File: src/design/vector_variance_probe_select_macros.svh
// assertion helpers for the variance probe selector
`ifndef VECTOR_VARIANCE_PROBE_SELECT_MACROS_SVH
`define VECTOR_VARIANCE_PROBE_SELECT_MACROS_SVH
`ifndef SYNTHESIS
`define VVPS_ASSERT(lbl, prop) \
  lbl: assert property (@(posedge clk) disable iff (!rst_n) prop) \
    else $error("vvps check failed");
`define VVPS_ASSERT_NEXT(lbl, ante, cons) \
  lbl: assert property (@(posedge clk) disable iff (!rst_n) (ante) |=> (cons)) \
    else $error("vvps check failed");
`else
`define VVPS_ASSERT(lbl, prop)
`define VVPS_ASSERT_NEXT(lbl, ante, cons)
`endif
`endif

File: src/design/vvps_pkg.sv
package vvps_pkg;

  localparam int ELEM_W    = 16;
  localparam int SUM_W     = 33;
  localparam int SQ_W      = 47;
  localparam int CNT_W     = 17;
  localparam int VAR_W     = 31;
  localparam int PROBE_W   = 10;
  localparam int ZCL_W     = 17;
  localparam int MUL_W     = 32;
  localparam int PROD_W    = 64;
  localparam int DEN_W     = 33;
  localparam int QUOT_W    = 32;
  localparam int DIV_STEPS = 32;
  localparam int STEP_W    = 5;
  localparam int ADDR_W    = 5;
  localparam int DATA_W    = 32;

  localparam logic [VAR_W-1:0]   HIGH_THR_RST = 31'd8388608;
  localparam logic [VAR_W-1:0]   LOW_THR_RST  = 31'd1677722;
  localparam logic [PROBE_W-1:0] PROBE_H_RST  = 10'd16;
  localparam logic [PROBE_W-1:0] PROBE_L_RST  = 10'd2;
  localparam logic [PROBE_W-1:0] PROBE_M_RST  = 10'd8;
  localparam logic [ZCL_W-1:0]   ZCL_RST      = 17'd1024;

  typedef enum logic [2:0] {
    REG_HIGH_THR = 3'd0,
    REG_LOW_THR  = 3'd1,
    REG_PROBE_H  = 3'd2,
    REG_PROBE_L  = 3'd3,
    REG_PROBE_M  = 3'd4,
    REG_ZCL      = 3'd5
  } reg_idx_t;

  typedef struct packed {
    logic [VAR_W-1:0]   high_thr;
    logic [VAR_W-1:0]   low_thr;
    logic [PROBE_W-1:0] probe_high;
    logic [PROBE_W-1:0] probe_low;
    logic [PROBE_W-1:0] probe_mid;
    logic [ZCL_W-1:0]   zc_len;
  } cfg_t;

  typedef struct packed {
    logic busy;
    logic done;
  } div_stat_t;

endpackage

File: src/design/vvps_mul.sv
module vvps_mul (
  input  logic                        clk,
  input  logic [vvps_pkg::MUL_W-1:0]  a,
  input  logic [vvps_pkg::MUL_W-1:0]  b,
  output logic [vvps_pkg::PROD_W-1:0] p_r
);
  import vvps_pkg::*;

  always_ff @(posedge clk) begin
    p_r <= PROD_W'(a) * PROD_W'(b);
  end

endmodule

File: src/design/vvps_div.sv
module vvps_div (
  input  logic                         clk,
  input  logic                         rst_n,
  input  logic                         start,
  input  logic [vvps_pkg::PROD_W-1:0]  num,
  input  logic [vvps_pkg::DEN_W-1:0]   den,
  output vvps_pkg::div_stat_t          stat,
  output logic [vvps_pkg::VAR_W-1:0]   quot
);
  import vvps_pkg::*;

  logic                busy_r;
  logic                done_r;
  logic [STEP_W-1:0]   step_r;
  logic [PROD_W-1:0]   rem_r;
  logic [PROD_W-1:0]   dsh_r;
  logic [QUOT_W-1:0]   q_r;
  logic                ge;

  assign ge = rem_r >= dsh_r;

  always_ff @(posedge clk) begin
    if (!rst_n) begin
      busy_r <= 1'b0;
      done_r <= 1'b0;
      step_r <= '0;
    end else begin
      done_r <= 1'b0;
      if (start) begin
        busy_r <= 1'b1;
        step_r <= '0;
      end else if (busy_r) begin
        step_r <= step_r + STEP_W'(1);
        if (step_r == STEP_W'(DIV_STEPS - 1)) begin
          busy_r <= 1'b0;
          done_r <= 1'b1;
        end
      end
    end
  end

  // restoring division, one quotient bit a cycle from the top
  always_ff @(posedge clk) begin
    if (start) begin
      rem_r <= num;
      dsh_r <= {den, {(QUOT_W-1){1'b0}}};
      q_r   <= '0;
    end else if (busy_r) begin
      if (ge) begin
        rem_r <= rem_r - dsh_r;
      end
      q_r   <= {q_r[QUOT_W-2:0], ge};
      dsh_r <= dsh_r >> 1;
    end
  end

  // top quotient bit set means the result does not fit
  assign quot = q_r[QUOT_W-1] ? {VAR_W{1'b1}} : q_r[VAR_W-1:0];

  assign stat.busy = busy_r;
  assign stat.done = done_r;

endmodule

File: src/design/vvps_cfg.sv
module vvps_cfg (
  input  logic                         clk,
  input  logic                         rst_n,
  input  logic                         psel,
  input  logic                         penable,
  input  logic                         pwrite,
  input  logic [vvps_pkg::ADDR_W-1:0]  paddr,
  input  logic [vvps_pkg::DATA_W-1:0]  pwdata,
  output logic [vvps_pkg::DATA_W-1:0]  prdata,
  output logic                         pready,
  output vvps_pkg::cfg_t               cfg
);
  import vvps_pkg::*;

  cfg_t     cfg_r;
  reg_idx_t idx;
  logic     wr_en;

  assign idx    = reg_idx_t'(paddr[ADDR_W-1:2]);
  assign wr_en  = psel && penable && pwrite;
  assign pready = 1'b1;
  assign cfg    = cfg_r;

  always_ff @(posedge clk) begin
    if (!rst_n) begin
      cfg_r.high_thr   <= HIGH_THR_RST;
      cfg_r.low_thr    <= LOW_THR_RST;
      cfg_r.probe_high <= PROBE_H_RST;
      cfg_r.probe_low  <= PROBE_L_RST;
      cfg_r.probe_mid  <= PROBE_M_RST;
      cfg_r.zc_len     <= ZCL_RST;
    end else if (wr_en) begin
      unique case (idx)
        REG_HIGH_THR: cfg_r.high_thr   <= pwdata[VAR_W-1:0];
        REG_LOW_THR:  cfg_r.low_thr    <= pwdata[VAR_W-1:0];
        REG_PROBE_H:  cfg_r.probe_high <= pwdata[PROBE_W-1:0];
        REG_PROBE_L:  cfg_r.probe_low  <= pwdata[PROBE_W-1:0];
        REG_PROBE_M:  cfg_r.probe_mid  <= pwdata[PROBE_W-1:0];
        REG_ZCL:      cfg_r.zc_len     <= pwdata[ZCL_W-1:0];
        default: begin
        end
      endcase
    end
  end

  always_comb begin
    unique case (idx)
      REG_HIGH_THR: prdata = DATA_W'(cfg_r.high_thr);
      REG_LOW_THR:  prdata = DATA_W'(cfg_r.low_thr);
      REG_PROBE_H:  prdata = DATA_W'(cfg_r.probe_high);
      REG_PROBE_L:  prdata = DATA_W'(cfg_r.probe_low);
      REG_PROBE_M:  prdata = DATA_W'(cfg_r.probe_mid);
      REG_ZCL:      prdata = DATA_W'(cfg_r.zc_len);
      default:      prdata = '0;
    endcase
  end

endmodule

File: src/design/vector_variance_probe_select.sv
// an element without last passes the square and add states; past MAX_LEN it is dropped
// a last element then goes to T0 to T4 and the final state, also when past MAX_LEN
// elements are taken only in idle; the square and T0 to T3 share the 32x32 multiplier
// the per vector tail is set by the 32 step divider that forms the variance
// reset: synchronous active low, clears the accumulators and restores registers
`include "vector_variance_probe_select_macros.svh"
module vector_variance_probe_select #(
  parameter int MAX_LEN = 65536
) (
  input  logic        clk,
  input  logic        rst_n,
  input  logic        in_tvalid,
  output logic        in_tready,
  input  logic [15:0] in_tdata,    // element
  input  logic        in_tlast,
  output logic        out_tvalid,
  input  logic        out_tready,
  output logic [47:0] out_tdata,   // probe_count, variance, zero pad
  output logic [1:0]  out_tuser,   // bypass, too_long
  input  logic        cfg_psel,
  input  logic        cfg_penable,
  input  logic        cfg_pwrite,
  input  logic [4:0]  cfg_paddr,
  input  logic [31:0] cfg_pwdata,
  output logic [31:0] cfg_prdata,
  output logic        cfg_pready
);
  import vvps_pkg::*;

  typedef enum logic [8:0] {
    ST_IDLE = 9'b000000001,
    ST_SQ   = 9'b000000010,
    ST_ADD  = 9'b000000100,
    ST_T0   = 9'b000001000,
    ST_T1   = 9'b000010000,
    ST_T2   = 9'b000100000,
    ST_T3   = 9'b001000000,
    ST_T4   = 9'b010000000,
    ST_FIN  = 9'b100000000
  } state_t;

  cfg_t      cfg;
  div_stat_t div_stat;

  state_t              state_r, state_nxt;
  logic [ELEM_W-1:0]   e_r;
  logic                last_r;
  logic [SUM_W-1:0]    sum_r, sum_nxt;
  logic [SQ_W-1:0]     sq_r, sq_nxt;
  logic [CNT_W-1:0]    cnt_r, cnt_nxt;
  logic                ovf_r, ovf_nxt;
  logic [PROD_W-1:0]   acc_r;
  logic [MUL_W-1:0]    mag_r;
  logic                out_valid_r;
  logic [PROBE_W-1:0]  probe_out_r;
  logic [VAR_W-1:0]    var_out_r;
  logic                zc_out_r;
  logic                tl_out_r;

  logic                in_acc;
  logic                room;
  logic                fin_load;
  logic [ELEM_W:0]     e_ext;
  logic [ELEM_W:0]     e_mag;
  logic [SUM_W-1:0]    sum_mag;
  logic [MUL_W-1:0]    mul_a, mul_b;
  logic [PROD_W-1:0]   mul_p;
  logic                div_start;
  logic [VAR_W-1:0]    quot;
  logic [PROBE_W-1:0]  probe_sel;
  logic                zc_sel;

  vvps_cfg u_cfg (
    .clk     (clk),
    .rst_n   (rst_n),
    .psel    (cfg_psel),
    .penable (cfg_penable),
    .pwrite  (cfg_pwrite),
    .paddr   (cfg_paddr),
    .pwdata  (cfg_pwdata),
    .prdata  (cfg_prdata),
    .pready  (cfg_pready),
    .cfg     (cfg)
  );

  vvps_mul u_mul (
    .clk (clk),
    .a   (mul_a),
    .b   (mul_b),
    .p_r (mul_p)
  );

  vvps_div u_div (
    .clk   (clk),
    .rst_n (rst_n),
    .start (div_start),
    .num   (acc_r),
    .den   (mul_p[DEN_W-1:0]),
    .stat  (div_stat),
    .quot  (quot)
  );

  assign in_tready = (state_r == ST_IDLE);
  assign in_acc    = in_tvalid && in_tready;
  assign room      = cnt_r < CNT_W'(MAX_LEN);
  assign fin_load  = (state_r == ST_FIN) && !div_stat.busy && (!out_valid_r || out_tready);
  assign div_start = (state_r == ST_T4);

  assign e_ext   = {e_r[ELEM_W-1], e_r};
  assign e_mag   = e_r[ELEM_W-1] ? (~e_ext + (ELEM_W+1)'(1)) : e_ext;
  assign sum_mag = sum_r[SUM_W-1] ? (~sum_r + SUM_W'(1)) : sum_r;

  // shared multiplier operand select
  always_comb begin
    mul_a = '0;
    mul_b = '0;
    unique case (state_r)
      ST_SQ: begin
        mul_a = MUL_W'(e_mag);
        mul_b = MUL_W'(e_mag);
      end
      ST_T0: begin
        mul_a = MUL_W'(cnt_r);
        mul_b = sq_r[MUL_W-1:0];
      end
      ST_T1: begin
        mul_a = MUL_W'(cnt_r);
        mul_b = MUL_W'(sq_r[SQ_W-1:MUL_W]);
      end
      ST_T2: begin
        mul_a = mag_r;
        mul_b = mag_r;
      end
      ST_T3: begin
        mul_a = MUL_W'(cnt_r);
        mul_b = MUL_W'(cnt_r);
      end
      default: begin
      end
    endcase
  end

  always_comb begin
    if (quot > cfg.high_thr) begin
      probe_sel = cfg.probe_high;
    end else if (quot < cfg.low_thr) begin
      probe_sel = cfg.probe_low;
    end else begin
      probe_sel = cfg.probe_mid;
    end
    zc_sel = ovf_r ? (cnt_r >= cfg.zc_len) : (cnt_r > cfg.zc_len);
  end

  always_comb begin
    state_nxt = state_r;
    sum_nxt   = sum_r;
    sq_nxt    = sq_r;
    cnt_nxt   = cnt_r;
    ovf_nxt   = ovf_r;
    unique case (state_r)
      ST_IDLE: begin
        if (in_acc) begin
          if (room) begin
            sum_nxt   = sum_r + {{(SUM_W-ELEM_W){in_tdata[ELEM_W-1]}}, in_tdata};
            cnt_nxt   = cnt_r + CNT_W'(1);
            state_nxt = ST_SQ;
          end else begin
            ovf_nxt = 1'b1;
            if (in_tlast) begin
              state_nxt = ST_T0;
            end
          end
        end
      end
      ST_SQ: begin
        state_nxt = ST_ADD;
      end
      ST_ADD: begin
        sq_nxt    = sq_r + mul_p[SQ_W-1:0];
        state_nxt = last_r ? ST_T0 : ST_IDLE;
      end
      ST_T0: state_nxt = ST_T1;
      ST_T1: state_nxt = ST_T2;
      ST_T2: state_nxt = ST_T3;
      ST_T3: state_nxt = ST_T4;
      ST_T4: state_nxt = ST_FIN;
      ST_FIN: begin
        if (fin_load) begin
          sum_nxt   = '0;
          sq_nxt    = '0;
          cnt_nxt   = '0;
          ovf_nxt   = 1'b0;
          state_nxt = ST_IDLE;
        end
      end
      default: state_nxt = ST_IDLE;
    endcase
  end

  always_ff @(posedge clk) begin
    if (!rst_n) begin
      state_r     <= ST_IDLE;
      sum_r       <= '0;
      sq_r        <= '0;
      cnt_r       <= '0;
      ovf_r       <= 1'b0;
      out_valid_r <= 1'b0;
    end else begin
      // divider runs while the sequencer parks in the final state
      if (state_r == ST_FIN && !div_stat.done && div_stat.busy) begin
        state_r <= ST_FIN;
      end else begin
        state_r <= state_nxt;
      end
      sum_r <= sum_nxt;
      sq_r  <= sq_nxt;
      cnt_r <= cnt_nxt;
      ovf_r <= ovf_nxt;
      if (fin_load && !div_stat.busy) begin
        out_valid_r <= 1'b1;
      end else if (out_tready) begin
        out_valid_r <= 1'b0;
      end
    end
  end

  always_ff @(posedge clk) begin
    if (in_acc) begin
      e_r    <= in_tdata;
      last_r <= in_tlast;
    end
    unique case (state_r)
      ST_T0: mag_r <= sum_mag[MUL_W-1:0];
      ST_T1: acc_r <= mul_p;
      ST_T2: acc_r <= acc_r + {mul_p[PROD_W-MUL_W-1:0], {MUL_W{1'b0}}};
      ST_T3: acc_r <= (acc_r >= mul_p) ? (acc_r - mul_p) : '0;
      default: begin
      end
    endcase
    if (fin_load && !div_stat.busy) begin
      probe_out_r <= probe_sel;
      var_out_r   <= quot;
      zc_out_r    <= zc_sel;
      tl_out_r    <= ovf_r;
    end
  end

  assign out_tvalid = out_valid_r;
  assign out_tdata  = {{(48-VAR_W-PROBE_W){1'b0}}, var_out_r, probe_out_r};
  assign out_tuser  = {tl_out_r, zc_out_r};

  `VVPS_ASSERT(a_div_busy_in_fin, div_stat.busy |-> state_r == ST_FIN)
  `VVPS_ASSERT(a_cnt_bound, cnt_r <= CNT_W'(MAX_LEN))
  `VVPS_ASSERT(a_ovf_full, ovf_r |-> cnt_r == CNT_W'(MAX_LEN))
  `VVPS_ASSERT_NEXT(a_clear_after_result, fin_load && !div_stat.busy,
                    cnt_r == '0 && !ovf_r && sum_r == '0 && sq_r == '0)
  `VVPS_ASSERT_NEXT(a_result_loaded, fin_load && !div_stat.busy, out_valid_r)

endmodule
File: config.mk
export PLATFORM = sky130hd
export DESIGN_NAME = vector_variance_probe_select
export DESIGN_NICKNAME = d
export VERILOG_FILES = /design/src/design/vvps_pkg.sv /design/src/design/vvps_mul.sv /design/src/design/vvps_div.sv /design/src/design/vvps_cfg.sv /design/src/design/vector_variance_probe_select.sv
export VERILOG_INCLUDE_DIRS = /design/src /design/src/design
export SDC_FILE = /design/constraint.sdc
export NUM_CORES = 2
export LEC_CHECK = 0
export ABC_AREA = 0
export BUFFER_PORTS_ARGS = -buffer_cell sky130_fd_sc_hd__buf_2
export CAP_MARGIN = 15
export CORE_ASPECT_RATIO = 0.7
export CORE_UTILIZATION = 66
export CTS_BUF_LIST = sky130_fd_sc_hd__clkbuf_4 sky130_fd_sc_hd__clkbuf_8 sky130_fd_sc_hd__clkbuf_16
export DETAILED_ROUTE_END_ITERATION = 10
export PLACE_DENSITY = 0.88
export SLEW_MARGIN = 5
export SYNTH_ARGS = -nofsm -noshare
export SYNTH_HDL_FRONTEND = slang
export SYNTH_SLANG_ARGS = --single-unit
File: constraint.sdc
create_clock -name clk -period 12.5 [get_ports clk]
set_input_delay 2.5 -clock clk [delete_from_list [all_inputs] [get_ports clk]]
set_output_delay 2.5 -clock clk [all_outputs]
set_load 0.03 [all_outputs]
# ---- Yosys cells after proc, flatten, opt, wreduce, memory -nomap -nowiden
# Index checks and enable logic that the tools add are counted.
dict set report totals {
  regBits 604
  output_inout_bits 85
  elab_cells 151
}
dict set report classes {
  addsub 9
  mul 1
  magnitude_cmp 7
  n_eq_ne 23
  muxes 43
  n_bitwise 4
  n_reduce_logical 35
}
# op count
set ops {}
lappend ops {{64-bit 2-to-1 mux} 6}
lappend ops {{64-bit one-hot mux with 3 select lines} 1}
lappend ops {{31-bit one-hot mux with 6 select lines} 1}
lappend ops {{32-bit one-hot mux with 5 select lines} 1}
lappend ops {{64-bit greater-or-equal comparator} 2}
lappend ops {{64-bit subtractor} 2}
lappend ops {{33-bit 2-to-1 mux} 3}
lappend ops {{32-bit one-hot mux with 3 select lines} 1}
lappend ops {{47-bit one-hot mux with 2 select lines} 1}
lappend ops {{9-bit one-hot mux with 9 select lines} 1}
lappend ops {{17-bit 2-to-1 mux} 4}
lappend ops {{33-bit one-hot mux with 2 select lines} 1}
lappend ops {{64-bit adder} 1}
lappend ops {{32-bit by 32-bit multiplier with 64-bit output} 1}
lappend ops {{47-bit adder} 1}
lappend ops {{47-bit 2-to-1 mux} 1}
lappend ops {{9-bit 2-to-1 mux} 5}
lappend ops {{17-bit by 1-bit adder with 17-bit output (second input constant)} 2}
lappend ops {{17-bit one-hot mux with 2 select lines} 1}
lappend ops {{33-bit adder} 1}
lappend ops {{32-bit by 1-bit adder with 32-bit output (second input constant)} 1}
lappend ops {{32-bit 2-to-1 mux} 1}
lappend ops {{32-bit NOT} 1}
lappend ops {{31-bit > comparator} 1}
lappend ops {{other kinds (41)} 81}

# ---- Depth between registers and ports, before layout
dict set report logic_depth {
  ltp_word 6
  depth_mapped 40
  ltp_nobuf 36
}

# ---- Modules after synthesis
# From an unflattened synthesis, not the netlist that was laid out.
dict set report unflattened {
  cells_unflattened 8306
  hier_area_um2 73735.7
}
# mod instances cells_per_inst area_each_um2
set by_module_without_submodules {}
lappend by_module_without_submodules {vvps_mul 1 3752 34574.4}
lappend by_module_without_submodules {vector_variance_probe_select 1 2739 22988.3}
lappend by_module_without_submodules {vvps_div 1 1274 10950.5}
lappend by_module_without_submodules {vvps_cfg 1 541 5222.5}

# ---- Least setup slack after synthesis
# OpenSTA, ideal clock, no wires.
dict set report synth_path {
  path_type {reg2reg}
  startpoint {register state_r[5]}
  endpoint {register u_mul.p_r[63] (netlist bit)}
  setup_time_ns 0.118
  arrival_ns 10.101
  slack_ns 2.281
  stages_incl_launch_ff 34
  n_path_buf 4
  cell_sequence {dfxtp_1 -> clkbuf_1 -> nor3_1 -> and2_1 -> nand2_1 -> nor3b_1 -> clkbuf_1 -> clkbuf_1 -> buf_1 -> nand2_1 -> nand2_1 -> nand2_1 -> fa_1 -> inv_1 -> fa_1 -> inv_1 -> fa_1 -> fa_1 -> inv_1 -> fa_1 -> fa_1 -> fa_1 -> fa_1 -> ha_1 -> nand2_1 -> a2111oi_4 -> nor2_1 -> o311a_1 -> o221a_1 -> o41a_1 -> o31a_1 -> o31a_1 -> o21ai_2 -> xnor2_1}
}
dict set report synth_between {
  elab_chain_len 4
}
# element line
set synth_lines {}
lappend synth_lines {{start: declaration} vector_variance_probe_select.sv:45} ;# state_t state_r, state_nxt;
lappend synth_lines {{start signal: assignment} vector_variance_probe_select.sv:213} ;# state_r <= state_nxt;
lappend synth_lines {{9-bit by 4-bit == test with 1-bit output, or another cell as far along} vector_variance_probe_select.sv:117} ;# unique case (state_r)
lappend synth_lines {{3-bit OR reduction (no source line)} -}
lappend synth_lines {{32-bit one-hot mux with 3 select lines} vector_variance_probe_select.sv:117}
lappend synth_lines {{32-bit by 32-bit multiplier with 64-bit output *} vvps_mul.sv:10} ;# p_r <= PROD_W'(a) * PROD_W'(b);
lappend synth_lines {{end signal: assignment} vvps_mul.sv:10}
lappend synth_lines {{end: declaration} vvps_mul.sv:5} ;# output logic [vvps_pkg::PROD_W-1:0] p_r
# Every way passes the cells marked *; elsewhere a longest branch is shown, timed or not.
# A chain may end at the register's enable or synchronous reset.

# ---- Worst setup path in the final report
dict set report layout_path {
  startpoint {register state_r[8]}
  endpoint {register u_mul.p_r[60] (netlist bit)}
}
# The elaborated chain is that of the path after synthesis.

==> impl_metrics.toml <==
[floorplan]
core_mm2 = 0.106
dieArea_mm2 = 0.109
pin_count = 146
dieHeight_um = 276
dieWidth_um = 394
rows = 100
initial_core_util_pct = 66.7

[drt]
first_iter_violations = 8434
dr.pass1.iters = 7
num_vias = 61906
routed_wl_mm = 232
routed_via_density = 6.39
drc_errors = 0
ant_nets = 0
wl_per_cell_um = 23.9

[power_and_ir_drop]
sw_frac_of_total_pct = 39.6
power.clock.fraction_pct = 27.3
p_per_area_mw_per_mm2 = 89.9
p_comb_share_pct = 35.3
ir_worst_vdd_uv = 120
internal_power_mw = 4.08
power_switching_mw = 2.68
power_mw = 6.76
seqPwrFrac_pct = 37.4
power.leakage_nw = 34.7

[worst_setup_path]
worstPathRequired_ns = 13.11
arrival_ns = 12.55
slowest_stage = "nor4b_2"
criticalPathCategory = "flop to flop"
worstSetupStartpointType = "flop"
cp_slowest_stage_delay_ns = 0.85
cp_common_cell = "fa_1"
crit_path_end_kind = "flop"
cp_max_fo = 18

[global_route]
grt_pass1_vias = 61087
track_usage_pct = 42.2
grt_pass1_wl_mm = 354
antenna_found_initial = 13
overflow = 0
grt_most_used_layer = "met1"
grt.met2_usage_pct = 58.5
grtUsageMet1_pct = 59.0
use_met3_pct = 16.8
grt_max_degree = 87

[timing]
slew_headroom_pct = 11.9
final.setup.worst_slack_ns = 0.560
hold_violations = 0
setup_tns_ns = 0
clock.fmax_mhz = 83.8
hold_ws_ns = 0.479
rsz0062_at_grt = "false"
fin_skew_ns = 0.0709
slew_violations = 0
period_minus_slack_ns = 11.94
period_share_pct = 95.5
setup_viol_count_final = 0
worstMarginPinSlew_ns = 1.29

[cts]
post_cts_buffers = 0
hold_buffers = 0
cts.sinks = 604
clockRootBuffer = "clkbuf_16"
clock_latency_ns = 0.69
cts_max_path_buffers = 3
cts.clk_slew.worst_paths_ns = 0.07
cts-buffers-inserted = 55
htreeDepth = 2
cts_tree = "built"
cts_resized = 0

[place]
port-buffer-count = 133
gp_congestion = 1.08
post-place-cells = 9568
place_area_mm2 = 0.0733
post-place-ws_ns = 0.984
hpwl_mm = 181

[job]
maxCapViolations = 0

[synth]
syn_area_mm2 = 0.0710
synth.distinct_cells = 85
ys_seq_elements = 604
post-synth-top-area-cell = "fa_1"
syn_avg_cell_area_um2 = 8.61
ys.flop_type = "dfxtp_1"
synth_cells = 8252
synth_top_area_share_pct = 25.4
async_reset_ff_share_pct = 0
synth_edf_count = 253
synthTopCellsByCount = "inv_1, nand2_1, fa_1, nor2_1, ha_1"
synthTopCellsByArea = "fa_1, edfxtp_1, ha_1"
post-synth-top-count-cell = "inv_1"
ys_warn_count = 0
ys_seq_area_share_pct = 20.6

[cells_and_area]
final_layout_size_suffix_gt1_share_pct = 6.23
syn_to_final_growth_pct = 5.90
design_area_mm2 = 0.0752
layoutNonFillerInstCount = 9687
nNetsFinal = 9743
fin_util_pct = 70.6

[outcome]
status = "completed"

[min_path]
hp-class = "flop to flop"
area by class of cell:
class | instances | area [um^2]
fillers | 8014 | 31300
well taps | 1428 | 1790
flip-flops and latches | 604 | 14600
clock buffers | 77 | 1620
inverters | 1270 | 4770
diodes | 14 | 35.0
repair buffers | 275 | 1740
multi-input cells | 5992 | 50400
clock inverters | 27 | 287
placed cells by master, fill, tap and decap left out, drive strengths merged, types with 62 or more instances in the layout:
master / n
nand3: 139
ha: 583
a21o: 180
buf: 275
inv: 1266
a21boi: 105
mux2i: 114
xnor2: 199
o21ai: 365
nand2: 1023
o21bai: 62
fa: 901
dfxtp: 351
nand4: 84
edfxtp: 253
nor2: 862
a21oi: 456
xor2: 137
nor2b: 81
clkbuf: 77
registers in the layout, summed over array words and instances (netlist names), 10 cells and up:
register     count
acc_r           64
cnt_r           17
e_r             16
mag_r           32
probe_out_r     10
sq_r            47
sum_r           33
u_cfg.cfg      109
u_div.dsh_r     64
u_div.q_r       32
u_div.rem_r     64
u_mul.p_r       64
var_out_r       31
final timing paths:
kind | start | end | slack (ns) | depth (start not counted)
max | state_r[8]$_SDFFE_PN0P_ | u_mul.p_r[60]$_DFF_P_ | 0.56 | 31
min | u_cfg.cfg[27]$_SDFFE_PN0P_ | u_cfg.cfg[27]$_SDFFE_PN0P_ | 0.48 | 2
max reg2reg | state_r[8]$_SDFFE_PN0P_ | u_mul.p_r[60]$_DFF_P_ | 0.56 | 31
min reg2reg | u_cfg.cfg[27]$_SDFFE_PN0P_ | u_cfg.cfg[27]$_SDFFE_PN0P_ | 0.48 | 2
power groups by stage:
stage / Combinational (mW) / Sequential (mW) / Clock, mW
finish: 2.39 / 2.53 / 1.85
global placement: 2.18 / 2.54 / 0
CTS: 2.29 / 2.51 / 1.83
detailed placement: 2.26 / 2.56 / 0
global route: 2.55 / 2.54 / 1.91
floorplan: 1.63 / 2.45 / 0
metal layers:
layer / routed length [um] / up-vias
met5: 210 / -
met3: 39400 / 746
met1: 88500 / 30024
li1: - / 26751
met4: 9870 / 14
met2: 93500 / 4371
kinds of logic (layout without fill, tap and decap cells):
| logic type | Yosys count | in the layout | share of synthesized area [%] |
|---|---|---|---|
| xor+xnor | 336 | 336 | 4.14 |
| simple gates | 2501 | 2501 | 15.2 |
| mux | 145 | 145 | 2.11 |
| buf+inv | 1663 | 1649 | 8.85 |
| other cells | 2 | 23 | 0.0106 |
| compound gates | 1517 | 1517 | 13.4 |
| fa+ha+maj | 1484 | 1484 | 35.7 |
| flops | 604 | 604 | 20.6 |
worst max-delay path, delay by kind of cell (launching register included):
kind                     cells  cell delay (ns)
buffers and inverters        4             1.04
AND/OR/NAND/NOR              8             2.92
flip-flops                   1             0.35
adder cells (fa/ha/maj)      9             4.30
AO/OA/AOI/OAI                9             3.05
XOR/XNOR                     1             0.17
Power figures use the tool's default switching activity.
